File: src/hdl/rtkv_pkg.sv
`timescale 1ns / 1ps

package rtkv_pkg;

    // Field widths of the request and response beats.
    localparam int CMD_W = 2;
    localparam int KEY_W = 8;
    localparam int VAL_W = 8;
    localparam int CNT_OUT_W = 5;

    // Command codes carried in the request beat.
    typedef enum logic [CMD_W-1:0] {
        CMD_ADD    = 2'd0,
        CMD_REMOVE = 2'd1,
        CMD_CLEAR  = 2'd2,
        CMD_LOOKUP = 2'd3
    } rtkv_cmd_t;

endpackage

File: src/hdl/rtkv_req_if.sv
`timescale 1ns / 1ps

interface rtkv_req_if
    import rtkv_pkg::*;
();
    logic             valid;
    logic             ready;
    logic [CMD_W-1:0] cmd;
    logic [KEY_W-1:0] device_addr;
    logic [VAL_W-1:0] link_addr;

    modport source (output valid, output cmd, output device_addr, output link_addr,
                    input ready);
    modport sink   (input valid, input cmd, input device_addr, input link_addr,
                    output ready);
endinterface

File: src/hdl/rtkv_rsp_if.sv
`timescale 1ns / 1ps

interface rtkv_rsp_if
    import rtkv_pkg::*;
();
    logic                 valid;
    logic                 ready;
    logic                 ok;
    logic [VAL_W-1:0]     found_value;
    logic [CNT_OUT_W-1:0] entry_count;

    modport source (output valid, output ok, output found_value, output entry_count,
                    input ready);
    modport sink   (input valid, input ok, input found_value, input entry_count,
                    output ready);
endinterface

File: src/hdl/route_table_key_value.sv
`timescale 1ns / 1ps

// Small associative table from device address to link address.
// Channel req carries one command per beat (add or update, remove, clear,
// lookup); channel rsp returns one beat per command with ok, found_value
// and entry_count. Both use valid/ready; a beat moves when both are high.
// Commands are handled one at a time. The entries sit in one synchronous
// memory with a registered read, and a command scans the live entries one
// per cycle; remove then reads the last entry and moves it into the freed
// slot. req.ready is high whenever no command is in progress, so the next
// command can start while a response still waits in the output register.
// If rsp stalls, a finished command holds until the output register frees.
// Reset empties the table (entry count zero) and drops any pending beat;
// the memory contents need no clearing since only live slots are read.
module route_table_key_value
    import rtkv_pkg::*;
#(
    parameter int TABLE_DEPTH = 16
)(
    input  logic       clk,
    input  logic       rst_n,
    rtkv_req_if.sink   req,
    rtkv_rsp_if.source rsp
);

    localparam int IDX_W = (TABLE_DEPTH > 1) ? $clog2(TABLE_DEPTH) : 1;
    localparam int CNT_W = $clog2(TABLE_DEPTH + 1);
    localparam int ENT_W = KEY_W + VAL_W;

    typedef enum logic [4:0] {
        ST_IDLE    = 5'b00001,
        ST_SCAN    = 5'b00010,
        ST_MOVE_RD = 5'b00100,
        ST_MOVE_WR = 5'b01000,
        ST_FINISH  = 5'b10000
    } state_t;

    state_t               state_reg, state_next;
    rtkv_cmd_t            cmd_reg, cmd_next;
    logic [KEY_W-1:0]     key_reg, key_next;
    logic [VAL_W-1:0]     val_reg, val_next;
    logic [CNT_W-1:0]     count_reg, count_next;
    logic [CNT_W-1:0]     scan_ptr_reg, scan_ptr_next;
    logic                 rd_vld_reg, rd_vld_next;
    logic [IDX_W-1:0]     rd_idx_reg, rd_idx_next;
    logic [IDX_W-1:0]     slot_reg, slot_next;
    logic                 res_ok_reg, res_ok_next;
    logic [VAL_W-1:0]     res_val_reg, res_val_next;
    logic                 out_vld_reg, out_vld_next;
    logic                 out_ok_reg, out_ok_next;
    logic [VAL_W-1:0]     out_val_reg, out_val_next;
    logic [CNT_OUT_W-1:0] out_cnt_reg, out_cnt_next;

    // Entry memory: key in the upper byte, value in the lower byte.
    logic [ENT_W-1:0]     mem [TABLE_DEPTH];
    logic [ENT_W-1:0]     mem_rd_reg;
    logic                 mem_we;
    logic [IDX_W-1:0]     mem_waddr;
    logic [ENT_W-1:0]     mem_wdata;
    logic                 mem_re;
    logic [IDX_W-1:0]     mem_raddr;

    logic                 issue;
    logic                 hit;
    logic [CNT_W-1:0]     last_cnt;
    logic [IDX_W-1:0]     last_idx;
    logic [CNT_W+CNT_OUT_W-1:0] count_wide;

    assign issue      = scan_ptr_reg < count_reg;
    assign hit        = rd_vld_reg && (mem_rd_reg[ENT_W-1:VAL_W] == key_reg);
    assign last_cnt   = count_reg - CNT_W'(1);
    assign last_idx   = last_cnt[IDX_W-1:0];
    assign count_wide = {{CNT_OUT_W{1'b0}}, count_reg};

    assign req.ready       = (state_reg == ST_IDLE);
    assign rsp.valid       = out_vld_reg;
    assign rsp.ok          = out_ok_reg;
    assign rsp.found_value = out_val_reg;
    assign rsp.entry_count = out_cnt_reg;

    // Memory port: one write and one registered read per cycle.
    always_ff @(posedge clk)
    begin
        if (mem_we)
        begin
            mem[mem_waddr] <= mem_wdata;
        end
        if (mem_re)
        begin
            mem_rd_reg <= mem[mem_raddr];
        end
    end

    // Command sequencer: clear at once or scan, modify and write back, then hand off the result.
    always_comb
    begin
        state_next    = state_reg;
        cmd_next      = cmd_reg;
        key_next      = key_reg;
        val_next      = val_reg;
        count_next    = count_reg;
        scan_ptr_next = scan_ptr_reg;
        rd_vld_next   = 1'b0;
        rd_idx_next   = rd_idx_reg;
        slot_next     = slot_reg;
        res_ok_next   = res_ok_reg;
        res_val_next  = res_val_reg;
        out_vld_next  = out_vld_reg;
        out_ok_next   = out_ok_reg;
        out_val_next  = out_val_reg;
        out_cnt_next  = out_cnt_reg;
        mem_we        = 1'b0;
        mem_waddr     = rd_idx_reg;
        mem_wdata     = {key_reg, val_reg};
        mem_re        = 1'b0;
        mem_raddr     = scan_ptr_reg[IDX_W-1:0];

        // The output register empties when the receiver takes the beat.
        if (out_vld_reg && rsp.ready)
        begin
            out_vld_next = 1'b0;
        end

        case (state_reg)
            ST_IDLE:
            begin
                if (req.valid)
                begin
                    cmd_next      = rtkv_cmd_t'(req.cmd);
                    key_next      = req.device_addr;
                    val_next      = req.link_addr;
                    scan_ptr_next = '0;
                    res_ok_next   = 1'b0;
                    res_val_next  = '0;
                    if (rtkv_cmd_t'(req.cmd) == CMD_CLEAR)
                    begin
                        count_next  = '0;
                        res_ok_next = 1'b1;
                        state_next  = ST_FINISH;
                    end
                    else
                    begin
                        state_next = ST_SCAN;
                    end
                end
            end

            ST_SCAN:
            begin
                // Keep one read in flight per cycle while live slots remain.
                if (issue)
                begin
                    mem_re        = 1'b1;
                    rd_vld_next   = 1'b1;
                    rd_idx_next   = scan_ptr_reg[IDX_W-1:0];
                    scan_ptr_next = scan_ptr_reg + CNT_W'(1);
                end

                if (hit)
                begin
                    res_ok_next = 1'b1;
                    case (cmd_reg)
                        CMD_ADD:
                        begin
                            mem_we     = 1'b1;
                            mem_waddr  = rd_idx_reg;
                            state_next = ST_FINISH;
                        end
                        CMD_REMOVE:
                        begin
                            slot_next  = rd_idx_reg;
                            state_next = ST_MOVE_RD;
                        end
                        CMD_LOOKUP:
                        begin
                            res_val_next = mem_rd_reg[VAL_W-1:0];
                            state_next   = ST_FINISH;
                        end
                        default:
                        begin
                            state_next = ST_FINISH;
                        end
                    endcase
                end
                else if (!issue && !rd_vld_reg)
                begin
                    // Key absent: only an add may still append it.
                    if ((cmd_reg == CMD_ADD) && (count_reg < CNT_W'(TABLE_DEPTH)))
                    begin
                        mem_we      = 1'b1;
                        mem_waddr   = count_reg[IDX_W-1:0];
                        count_next  = count_reg + CNT_W'(1);
                        res_ok_next = 1'b1;
                    end
                    state_next = ST_FINISH;
                end
            end

            ST_MOVE_RD:
            begin
                // Fetch the last entry so it can fill the freed slot.
                mem_re     = 1'b1;
                mem_raddr  = last_idx;
                state_next = ST_MOVE_WR;
            end

            ST_MOVE_WR:
            begin
                mem_we     = 1'b1;
                mem_waddr  = slot_reg;
                mem_wdata  = mem_rd_reg;
                count_next = last_cnt;
                state_next = ST_FINISH;
            end

            ST_FINISH:
            begin
                if (!out_vld_reg || rsp.ready)
                begin
                    out_vld_next = 1'b1;
                    out_ok_next  = res_ok_reg;
                    out_val_next = res_val_reg;
                    out_cnt_next = count_wide[CNT_OUT_W-1:0];
                    state_next   = ST_IDLE;
                end
            end

            default:
            begin
                state_next = ST_IDLE;
            end
        endcase
    end

    // Control registers.
    always_ff @(posedge clk or negedge rst_n)
    begin
        if (!rst_n)
        begin
            state_reg   <= ST_IDLE;
            count_reg   <= '0;
            rd_vld_reg  <= 1'b0;
            out_vld_reg <= 1'b0;
        end
        else
        begin
            state_reg   <= state_next;
            count_reg   <= count_next;
            rd_vld_reg  <= rd_vld_next;
            out_vld_reg <= out_vld_next;
        end
    end

    // Payload registers.
    always_ff @(posedge clk)
    begin
        cmd_reg      <= cmd_next;
        key_reg      <= key_next;
        val_reg      <= val_next;
        scan_ptr_reg <= scan_ptr_next;
        rd_idx_reg   <= rd_idx_next;
        slot_reg     <= slot_next;
        res_ok_reg   <= res_ok_next;
        res_val_reg  <= res_val_next;
        out_ok_reg   <= out_ok_next;
        out_val_reg  <= out_val_next;
        out_cnt_reg  <= out_cnt_next;
    end

endmodule
File: src/flat_wrapper.sv
// flat-port wrapper written by rule: the top's interface ports become plain ports
module route_table_key_value_flat import rtkv_pkg::*;
#(
    parameter int TABLE_DEPTH = 16
)
  (clk, rst_n, req_valid, req_cmd, req_device_addr, req_link_addr, req_ready, rsp_valid, rsp_ok, rsp_found_value, rsp_entry_count, rsp_ready);
  rtkv_req_if req_i ();
  rtkv_rsp_if rsp_i ();
  input  logic clk;
  input  logic rst_n;
  input wire logic [$bits(req_i.valid)-1:0] req_valid;
  input wire logic [$bits(req_i.cmd)-1:0] req_cmd;
  input wire logic [$bits(req_i.device_addr)-1:0] req_device_addr;
  input wire logic [$bits(req_i.link_addr)-1:0] req_link_addr;
  output wire logic [$bits(req_i.ready)-1:0] req_ready;
  output wire logic [$bits(rsp_i.valid)-1:0] rsp_valid;
  output wire logic [$bits(rsp_i.ok)-1:0] rsp_ok;
  output wire logic [$bits(rsp_i.found_value)-1:0] rsp_found_value;
  output wire logic [$bits(rsp_i.entry_count)-1:0] rsp_entry_count;
  input wire logic [$bits(rsp_i.ready)-1:0] rsp_ready;
  assign req_i.valid = req_valid;
  assign req_i.cmd = req_cmd;
  assign req_i.device_addr = req_device_addr;
  assign req_i.link_addr = req_link_addr;
  assign req_ready = req_i.ready;
  assign rsp_valid = rsp_i.valid;
  assign rsp_ok = rsp_i.ok;
  assign rsp_found_value = rsp_i.found_value;
  assign rsp_entry_count = rsp_i.entry_count;
  assign rsp_i.ready = rsp_ready;
  route_table_key_value #(.TABLE_DEPTH(TABLE_DEPTH)) u_core (.clk(clk), .rst_n(rst_n), .req(req_i), .rsp(rsp_i));
endmodule
File: config.mk
export PLATFORM = sky130hd
export DESIGN_NAME = route_table_key_value_flat
export DESIGN_NICKNAME = d
export VERILOG_FILES = /design/src/hdl/rtkv_pkg.sv /design/src/hdl/rtkv_req_if.sv /design/src/hdl/rtkv_rsp_if.sv /design/src/hdl/route_table_key_value.sv /design/src/flat_wrapper.sv
export SDC_FILE = /design/constraint.sdc
export NUM_CORES = 1
export LEC_CHECK = 0
export ABC_AREA = 1
export BUFFER_PORTS_ARGS = -buffer_cell sky130_fd_sc_hd__buf_2
export CAP_MARGIN = 20
export CORE_AREA = 3 3 164 166
export DETAILED_ROUTE_END_ITERATION = 10
export DIE_AREA = 0 0 167 169
export HOLD_SLACK_MARGIN = 0.08
export PLACE_DENSITY = 0.73
export SLEW_MARGIN = 40
export SYNTH_ARGS = -nofsm -noshare
export SYNTH_HDL_FRONTEND = slang
export SYNTH_SLANG_ARGS = --single-unit
File: constraint.sdc
create_clock -name clk -period 3.4 [get_ports clk]
set_clock_uncertainty 0.2 [all_clocks]
set_input_delay 0.17 -clock clk [delete_from_list [all_inputs] [get_ports clk]]
set_output_delay 0.17 -clock clk [all_outputs]
set_load 0.005 [all_outputs]
After elaboration in Yosys (flattened, before gate mapping). Memories as Yosys holds them, arrays and structs flattened. A register that Yosys moved wholly into a read port is not among the register bits. Cells that the tools add are included.

Flip-flop bits (word level): 66. Memory bits (writable): 256. Output and inout port bits: 16. Word-level logic and storage cells: 106. Memories: 1.

Memory list: u_core.mem (words 16, bits a word 16, rd ports 1, clocked after Yosys merged registers in 1, wr ports 1, RTL line route_table_key_value.sv:55) `logic [ENT_W-1:0] mem [TABLE_DEPTH];`.

Add/subtract/negate cells: 3. $lt $le $gt $ge: 2. Eq/ne operators: 20. Mux-type cells: 45. Reductions and logical operators: 20.

Operators by type and width (number): $mux W5 (13); $pmux W5 S5 (1); $mux W8 (3); $mux W1 (16); $mux W16 (1); $mux W4 (4); $pmux W8 S2 (1); $pmux W5 S3 (1); $ne A2 B1 Y1 const B (6); $add A5 B1 Y5 const B (2); $pmux W5 S2 (1); $reduce_and A3 Y1 (3); $eq A8 B8 Y1 (1); $pmux W4 S2 (1); $reduce_and A4 Y1 (2); $ne A2 B2 Y1 const B (3); $ne A3 B1 Y1 const B (2); $pmux W1 S2 (3); $reduce_and A2 Y1 (3); $reduce_and A6 Y1 (1); $eq A5 B1 Y1 const B (1); $eq A5 B2 Y1 const B (1); $eq A5 B3 Y1 const B (1); $eq A5 B4 Y1 const B (1); other kinds (12) (18).

Longest topological paths before layout. Gate-level depths: netlist of run 1.

Word-level depth: 8. Gate-level depth with buffers: 14.

Worst setup path before layout of run 1. OpenSTA, ideal clock, no wires.

Path kind: reg-to-reg. Start point: reg u_core.count_reg[2]. End point: mem u_core.mem[3][0] (netlist name) (enable). Setup time: 0.409 ns. Arrival: 2.731 ns. Setup slack: 0.059 ns. Cell stages (with the launch flop): 13. Path buffers: 0. Cell sequence: dfrtp_1 > inv_2 > ha_1 > nand2_1 > nor2_1 > nand2_1 > nand3_2 > nand2_1 > nor2_1 > inv_1 > nand3_1 > nand2_1 > nor3_1.

Longest elaborated chain between the ends: 8. Elaborated cells on any way between the ends: 15. Classes of those cells: order compare: 2; mux: 10; reduce/logical: 3.

Ends and longest elaborated chain: start: declaration (RTL line route_table_key_value.sv:42) `logic [CNT_W-1:0] count_reg, count_next;`; start signal: assignment (RTL line route_table_key_value.sv:248) `count_reg <= count_next;`; $lt A5 B5 Y1, on equally long branches (RTL line route_table_key_value.sv:188, route_table_key_value.sv:69); $logic_and A1 B1 Y1 / $logic_not A1 Y1 (equally long branches) (RTL line route_table_key_value.sv:188, route_table_key_value.sv:185); $mux W1 / $logic_and A1 B1 Y1 (equally long branches) (RTL line route_table_key_value.sv:188, route_table_key_value.sv:185); $mux W1 (RTL line route_table_key_value.sv:185) `else if (!issue && !rd_vld_reg)`; $mux W1 (RTL line route_table_key_value.sv:159) `if (hit)`; $pmux W1 S2 (RTL line route_table_key_value.sv:124) `case (state_reg)`; $mux W1 (RTL line route_table_key_value.sv:84) `if (mem_we)`; $mux W1 (not written as such) (RTL line route_table_key_value.sv:86) `mem[mem_waddr] <= mem_wdata;`; end: declaration (RTL line route_table_key_value.sv:55).

Parallel ways exist; a longest one is shown, timed or not.

Worst setup path after layout of run 1.
Start point: reg u_core.count_reg[2]. End point: mem u_core.mem[5][8] (netlist name) (enable).

The elaborated chain is that of the path after synthesis.

==> impl_results.md, run 1 <==
- Run status: finished clean
- Mapped Cells: about 1,200
- Simple-gate share of the synthesized area: roughly 14%
- Critical path's largest stage delay: roughly 0.44 ns
- Peak VDD IR: approximately 0.5 mV
- Dominant combinational cell family by area after synthesis: simple AND/OR/NAND/NOR gates
- Clock Path Buffers: 3
- Cells traversed along the worst timing path: inv_2 -> ha_1 -> nand2_1 -> nor2_1 -> nand2_1 -> nand3_2 -> nand2_1 -> nor2_1 -> inv_1 -> nand2_1 -> nand2_1 -> nand2_1 -> nand3_1 -> nor2_2 -> buf_4
- Sequential element share of the synthesized area: approximately 70%
- Max Fanout on Critical Path: 16
- Max capacitance violation total: 0
- Wire length of the first global-routing pass: roughly 52,000 um
- Final hold violation count: 0
- Library cell appearing most often on the critical path: sky130_fd_sc_hd__nand2_1
- Final-layout worst hold slack: 0.147 ns
- P_leak: 6.35 nW
- Global-route track usage on met2: 39.0%
- Horizontal die dimension: 167 um
- Setup tns final: 0 ns
- Half-perimeter wire length after detailed placement: roughly 22,000 um
- PortBufs: 37
- Unrepaired setup endpoints after global routing: no
- Xor-xnor portion of the synthesized cell area: less than 1%
- Top flip-flop cell by instance count after synthesis: sky130_fd_sc_hd__edfxtp_1
- Clock group share of total power: between 30% and 40%
- Number of rows created at floorplan: 59
- Share of total power consumed by net switching: between 30% and 40%
- Most common cell after layout, fill and taps aside: sky130_fd_sc_hd__edfxtp_1
- Post-CTS setup buffer count: 0
- Maximum number of pins on one net before global-route repair: 65
- Synth Area in Compound Gates: about 7.9%
- Non-Filler Instances: around 1,700
- Count of cell types in the netlist: 36
- EDFF count, synth: between 300 and 400
- Slew at the pin closest to its max-slew limit: 0.761 ns
- Max H-tree Level: 2
- NumNets Final: between 1,000 and 1,500
- Number of antenna violations at the first check in global routing: 1
- Initial Util: 55.6%
- I/O pin count: 38
- Global-route layer with the greatest usage: met2
- Overall routing resource usage: 23.7%
- Critical path endpoint category: flop
- Vias after detailed routing: roughly 9,500
- Average routed wire per standard cell: around 20 um
- Pre-Repair DR Iteration Count: 5
- Leading cell types in the layout, fill and taps excluded: 326 x sky130_fd_sc_hd__edfxtp_1, 274 x sky130_fd_sc_hd__nand2_1, 152 x sky130_fd_sc_hd__inv_1
- Standard cell with the maximum stage delay on the critical path: sky130_fd_sc_hd__dfrtp_1
- Startpoint kind of the worst setup timing path: flop
- Minimum clock period after layout: a little over 3 ns
- Layout overhead on the synthesized area: 15.0%
- Met3 usage: about 4.5%
- Final slew viol count: 0
- Critical path class: reg2reg
- Instance area after placement: about 15,000 um2
- Post-route antenna net violation count: 0
- Share of synthesized registers carrying an async set or reset: roughly 3.6%
- CTS sink cnt: approximately 340
- Tcrit/Tclk final: 90.4%
- Number of clock buffers inserted by TritonCTS: 36
- Maximum clock frequency: between 300 and 400 MHz
- Post-route DRC: 0
- Clock-pin slew reported for the worst setup and hold paths after clock tree synthesis: 0.06 ns
- Pwr Density: around 730 nW/um2
- Post-Layout Inst Area: 16,500 um2
- Required time of the critical path: about 3.4 ns
- Aggregate routed wire length: 33,700 um
- Final count of negative-setup-slack endpoints: 0
- Flip-flop count of the largest register, all copies and words added: roughly 260
- Number of global-route vias before repair: slightly above 9,000
- DRC violation total after the first TritonRoute iteration: ~1,200
- TritonCTS clock tree: yes
- Post-synth net total: 1,231
- Yosys top cell by area: sky130_fd_sc_hd__edfxtp_1
- Cell-internal power: around 8.2 mW
- Multiplexer area fraction after synthesis: 0%
- Type of the most critical hold path: in2reg
- Die area: 28,200 um2
- Total chip power: about 12 mW
- Clk_lat worst skew: around 0.52 ns
- Switching component of the power: 3.84 mW
- Dpl cells: around 1,600
- Routability congestion estimate from global placement: between 0.9 and 1
- End-of-flow core utilization: about 64%
- Setup ws final: approximately 0.33 ns
- Met1 track demand over resource in global routing: roughly a third
- Root buffer cell: sky130_fd_sc_hd__clkbuf_16
- Die H: about 170 um
- Fill cells: 1,886
- Cells resized by post-CTS repair: 0
- Adder-cell area share of the yosys netlist: less than 1%
- Count of state elements after synthesis: between 300 and 400
- Worst max-slew margin expressed relative to the limit: between 40% and 50%
- GRT Residual Overflow: 0
- Average vias per placed instance: ~5.7
- Worst slack after detailed placement: ~0.35 ns
- Ranking of synthesized cells by area: sky130_fd_sc_hd__edfxtp_1 68%, sky130_fd_sc_hd__nand2_1 7.2%, sky130_fd_sc_hd__o211ai_1 5.9%, sky130_fd_sc_hd__inv_1 4.0%, sky130_fd_sc_hd__nand3_1 3.9%
- Post-synthesis cell area: 14,300 um2
- Post-synthesis area per instance: 11.9 um2
- Share of total power in sequential cells: between 40% and 50%
- Share of the synthesized area in the top cell type: 68.4%
- Combinational share of power: 25.4%
- Core Box Area: 25,800 um2
- Arrival time of the worst setup path: 3.07 ns
- YS warnings: 0
- Proportion of layout cells with a drive suffix above 1: about an eighth
-- routing by layer --
layer	share of wire, %	vias up
li1	-	4393
met2	48	438
met5	0	-
met3	8.8	74
met1	40	4563
met4	3.2	0
-- cell usage after synthesis (2+ instances only) --
cell type,instances
sky130_fd_sc_hd__buf_4,6
sky130_fd_sc_hd__nand4_1,6
sky130_fd_sc_hd__dfrtp_1,11
sky130_fd_sc_hd__xnor2_1,3
sky130_fd_sc_hd__xor2_1,3
sky130_fd_sc_hd__o21ai_2,3
sky130_fd_sc_hd__o211ai_1,113
sky130_fd_sc_hd__nand2_2,3
sky130_fd_sc_hd__nor2_4,2
sky130_fd_sc_hd__or2_1,5
sky130_fd_sc_hd__nand2_1,274
sky130_fd_sc_hd__edfxtp_1,326
sky130_fd_sc_hd__nor3_1,5
sky130_fd_sc_hd__inv_2,6
sky130_fd_sc_hd__nor2_1,59
sky130_fd_sc_hd__buf_2,24
sky130_fd_sc_hd__inv_1,152
sky130_fd_sc_hd__o21ai_1,3
sky130_fd_sc_hd__or2_2,2
sky130_fd_sc_hd__o21ai_0,39
sky130_fd_sc_hd__nand3b_1,2
sky130_fd_sc_hd__ha_1,7
sky130_fd_sc_hd__buf_6,13
sky130_fd_sc_hd__clkbuf_1,11
sky130_fd_sc_hd__nand3_1,111
sky130_fd_sc_hd__a21oi_1,3
-- power groups by stage --
stage / sequential [mW] / clock [mW] / combinational (mW)
global placement: 5.20 / 0 / 2.89
detailed placement: 5.21 / 0 / 2.97
floorplan: 5.18 / 0 / 1.97
global route: 5.15 / 4.04 / 3.31
CTS: 5.13 / 3.87 / 3.01
finish: 5.13 / 3.82 / 3.04
-- cell families (layout without fill, tap and decap cells) --
family / count (synthesis) / after routing
compound gates: 165 / 165
xor+xnor: 6 / 6
fa+ha+maj: 7 / 7
buf+inv: 214 / 336
flops: 338 / 338
other cells: 0 / 1
simple gates: 472 / 472
-- what timing repair did --
item,CTS,global route
setup endpoints to repair,0,0
hold endpoints to repair,67,0
hold buffers,23,0
-- worst paths after layout --
check | startpoint | end | slack [ns] | depth (start not counted)
max in group asynchronous | rst_n | u_core.count_reg[4]$_DFFE_PN0P_ | 1.57 | 4
min in group asynchronous | rst_n | u_core.state_reg[0]$_DFFE_PN1P_ | 0.48 | 3
setup / recovery | u_core.count_reg[2]$_DFFE_PN0P_ | u_core.mem[5][8]$_DFFE_PP_ | 0.33 | 15
setup reg to reg | u_core.count_reg[2]$_DFFE_PN0P_ | u_core.mem[5][8]$_DFFE_PP_ | 0.33 | 15
hold reg to reg | u_core.res_val_reg[1]$_SDFFCE_PN0P_ | u_core.rsp.found_value[1]$_DFFE_PP_ | 0.22 | 0
hold / removal | req_link_addr[5] | u_core.val_reg[5]$_DFFE_PP_ | 0.15 | 2
-- worst max-delay path: cells and delay by family (launching register included) --
family | cells | cell delay (ns)
DFF | 1 | 0.44
buffers and inverters | 3 | 0.45
and+or+nand+nor | 11 | 1.34
adders and majority gates | 1 | 0.31
-- area by class of cell --
cell class | instances | area (um2) | share of cell area (%)
Inverter | 159 | 597 | 3.62
Tap cell | 335 | 419 | 2.54
Antenna cell | 1 | 2.50 | 0.0152
Clock buffer | 43 | 970 | 5.89
Clock inverter | 21 | 189 | 1.15
Sequential cell | 338 | 10100 | 61.2
Multi-Input combinational cell | 650 | 3340 | 20.3
Timing Repair Buffer | 113 | 863 | 5.24
(Power assumes the default switching activity.)
==> inputs of run 2 (changes only) <==
--- a/config.mk
+++ b/config.mk
@@ -12,7 +12,7 @@
 export DETAILED_ROUTE_END_ITERATION = 10
 export DIE_AREA = 0 0 167 169
 export HOLD_SLACK_MARGIN = 0.08
-export PLACE_DENSITY = 0.73
+export PLACE_DENSITY = 0.74
 export SLEW_MARGIN = 40
 export SYNTH_ARGS = -nofsm -noshare
 export SYNTH_HDL_FRONTEND = slang
==> run 2 against run 1 <==
Net effect:
- die area did not move
- maximum frequency shrank 2.0%
- first-iteration DRC count grew 29%
- worst hold slack better by 0.0077 ns
- global-route usage grew 1.1 points
- register-to-register slack got worse by 0.06 ns
- critical endpoint is now u_core.mem[1][5]$_DFFE_PP_
- setup slack lost 0.063 ns
- highest routed layer unchanged
- cell count shrank 0.18%
- flip-flop and latch count is the same
- routed wire length rose by 4.8%
- combinational power barely moved
==> impl_results.md, run 2 (synthesized netlist as in run 1, its figures left out) <==
- I/O pin count: 38
- Proportion of layout cells with a drive suffix above 1: 13.0%
- NumNets Final: between 1,000 and 1,500
- Average routed wire per standard cell: ~21 um
- Non-Filler Instances: roughly 1,700
- Number of clock buffers inserted by TritonCTS: 36
- Global-route track usage on met2: between 30% and 40%
- Standard cell with the maximum stage delay on the critical path: sky130_fd_sc_hd__dfrtp_1
- Overall routing resource usage: roughly a quarter
- Startpoint kind of the worst setup timing path: flop
- Final hold violation count: 0
- Slew at the pin closest to its max-slew limit: 0.872 ns
- PortBufs: 37
- Layout overhead on the synthesized area: 14.4%
- Number of antenna cells inserted: 0
- Clock Path Buffers: 3
- P_leak: roughly 6.3 nW
- Root buffer cell: sky130_fd_sc_hd__clkbuf_16
- Pwr Density: 725 nW/um2
- Multi-input gate area in the final layout: around 3300 um2
- Number of global-route vias before repair: 9,052
- Max capacitance violation total: 0
- Type of the most critical hold path: in2reg
- Met1 track demand over resource in global routing: between 30% and 40%
- Worst max-slew margin expressed relative to the limit: around two fifths
- Final slew viol count: 0
- Peak VDD IR: approximately 0.48 mV
- Die area: roughly 28,000 um2
- Final count of negative-setup-slack endpoints: 0
- Initial Util: 55.6%
- Critical path endpoint category: flop
- Critical path's largest stage delay: ~0.45 ns
- Horizontal die dimension: 167 um
- Critical path class: reg2reg
- Die H: around 170 um
- TritonCTS clock tree: yes
- Library cell appearing most often on the critical path: sky130_fd_sc_hd__nand2_1
- Run status: finished clean
- Flip-flop count of the largest register, all copies and words added: about 260
- Clock-pin slew reported for the worst setup and hold paths after clock tree synthesis: ~0.060 ns
- Post-route antenna net violation count: 0
- CTS sink cnt: approximately 340
- GRT Residual Overflow: 0
- Routability congestion estimate from global placement: ~0.94
- Most common cell after layout, fill and taps aside: sky130_fd_sc_hd__edfxtp_1
- Half-perimeter wire length after detailed placement: 22,300 um
- Average vias per placed instance: between 5 and 6
- DRC violation total after the first TritonRoute iteration: around 1,500
- Fill cells: ~1,900
- Cells traversed along the worst timing path: inv_2 -> ha_1 -> nand2_1 -> nor2_1 -> nand2_1 -> nand3_2 -> nand2_1 -> nor2_1 -> inv_1 -> nand2_1 -> nand2_1 -> nand2_1 -> nand3_1 -> nor2_2 -> buf_4
- Core Box Area: roughly 26,000 um2
- Aggregate routed wire length: ~35,000 um
- Required time of the critical path: ~3.4 ns
- Total chip power: approximately 12 mW
- Number of rows created at floorplan: slightly below 60
- Arrival time of the worst setup path: between 3 and 4 ns
- Wire length of the first global-routing pass: 53,400 um
- Minimum clock period after layout: roughly 3.1 ns
- Leading cell types in the layout, fill and taps excluded: 326 x sky130_fd_sc_hd__edfxtp_1, 274 x sky130_fd_sc_hd__nand2_1, 152 x sky130_fd_sc_hd__inv_1
- Maximum clock frequency: approximately 320 MHz
- Storage cell area: 10,100 um2
- Post-route DRC: 0
- Max H-tree Level: 2
- Pre-Repair DR Iteration Count: 6
- Global-route layer with the greatest usage: met2
- Met3 usage: between 4 and 5%
- Vias after detailed routing: 9,582
- Tcrit/Tclk final: between 90 and 100%
- Maximum number of pins on one net before global-route repair: 68
- Clk_lat worst skew: between 0.5 and 0.6 ns
- Instance area after placement: 15,000 um2
- Setup tns final: 0 ns
- Dpl cells: 1,568
- Post-CTS setup buffer count: 0
- Post-Layout Inst Area: 16,400 um2
- Unrepaired setup endpoints after global routing: no
- Number of antenna violations at the first check in global routing: 0
- Max Fanout on Critical Path: 16
- Cells resized by post-CTS repair: 0
-- run 2: cell types whose count changed in the layout (fill, tap and decap cells not counted), sizes merged --
| cell | delta |
|---|---|
| buf | -4 |
| bufinv | -2 |
| clkbuf | +3 |
| clkinv | +1 |
| diode | -1 |
-- run 2: cell type report --
type | count | area share [%]
clock inverter | 20 | 0.817
multi-input combinational | 650 | 20.4
clock buffer | 46 | 5.99
timing repair buffer | 109 | 5.01
tap | 335 | 2.56
inverter | 159 | 3.66
sequential | 338 | 61.6
-- run 2: critical path, delay by kind of cell, from the launching register on --
family	cells	cell delay, ns
fa+ha+maj	1	0.30
buf+inv	3	0.45
flops	1	0.45
simple gates	11	1.41
-- run 2: timing repair --
item	4_1_cts	5_1_grt
setup endpoints to repair	0	0
endpoints found under the hold margin	70	0
hold buffers	23	0
-- run 2: path summary, 6_finish.rpt --
path	startpoint	endpoint	slack, ns	depth (start not counted)
worst max-delay path	u_core.count_reg[2]$_DFFE_PN0P_	u_core.mem[1][5]$_DFFE_PP_	0.26	15
worst max register to register	u_core.count_reg[2]$_DFFE_PN0P_	u_core.mem[1][5]$_DFFE_PP_	0.26	15
worst min-delay path	req_link_addr[1]	u_core.val_reg[1]$_DFFE_PP_	0.16	2
min in group asynchronous	rst_n	u_core.state_reg[0]$_DFFE_PN1P_	0.48	3
worst min register to register	u_core.res_ok_reg$_SDFFCE_PP1P_	u_core.rsp.ok$_DFFE_PP_	0.22	0
max in group asynchronous	rst_n	u_core.count_reg[1]$_DFFE_PN0P_	1.56	4
-- run 2: metal layers --
layer	part of all wire (%)	vias to the layer above
li1	-	4380
met1	40	4605
met2	46	508
met3	9.4	89
met4	4.3	0
met5	0	-
-- run 2: per-stage QoR --
stage	setup slack (ns)	util (%)	hold slack [ns]
after floorplan	0.0593	-	-0.326
after global placement	0.408	58.4	-0.137
after detailed placement	0.357	58.4	-0.138
after CTS	0.326	63.6	0.141
after global routing	0.00869	63.6	0.162
final	0.265	63.6	0.155
-- run 2: report_power, final --
part | internal, mW | switching, mW
registers | 5.01 | 0.116
clock network | 2.13 | 1.56
logic | 0.838 | 2.23
total | 7.98 | 3.91
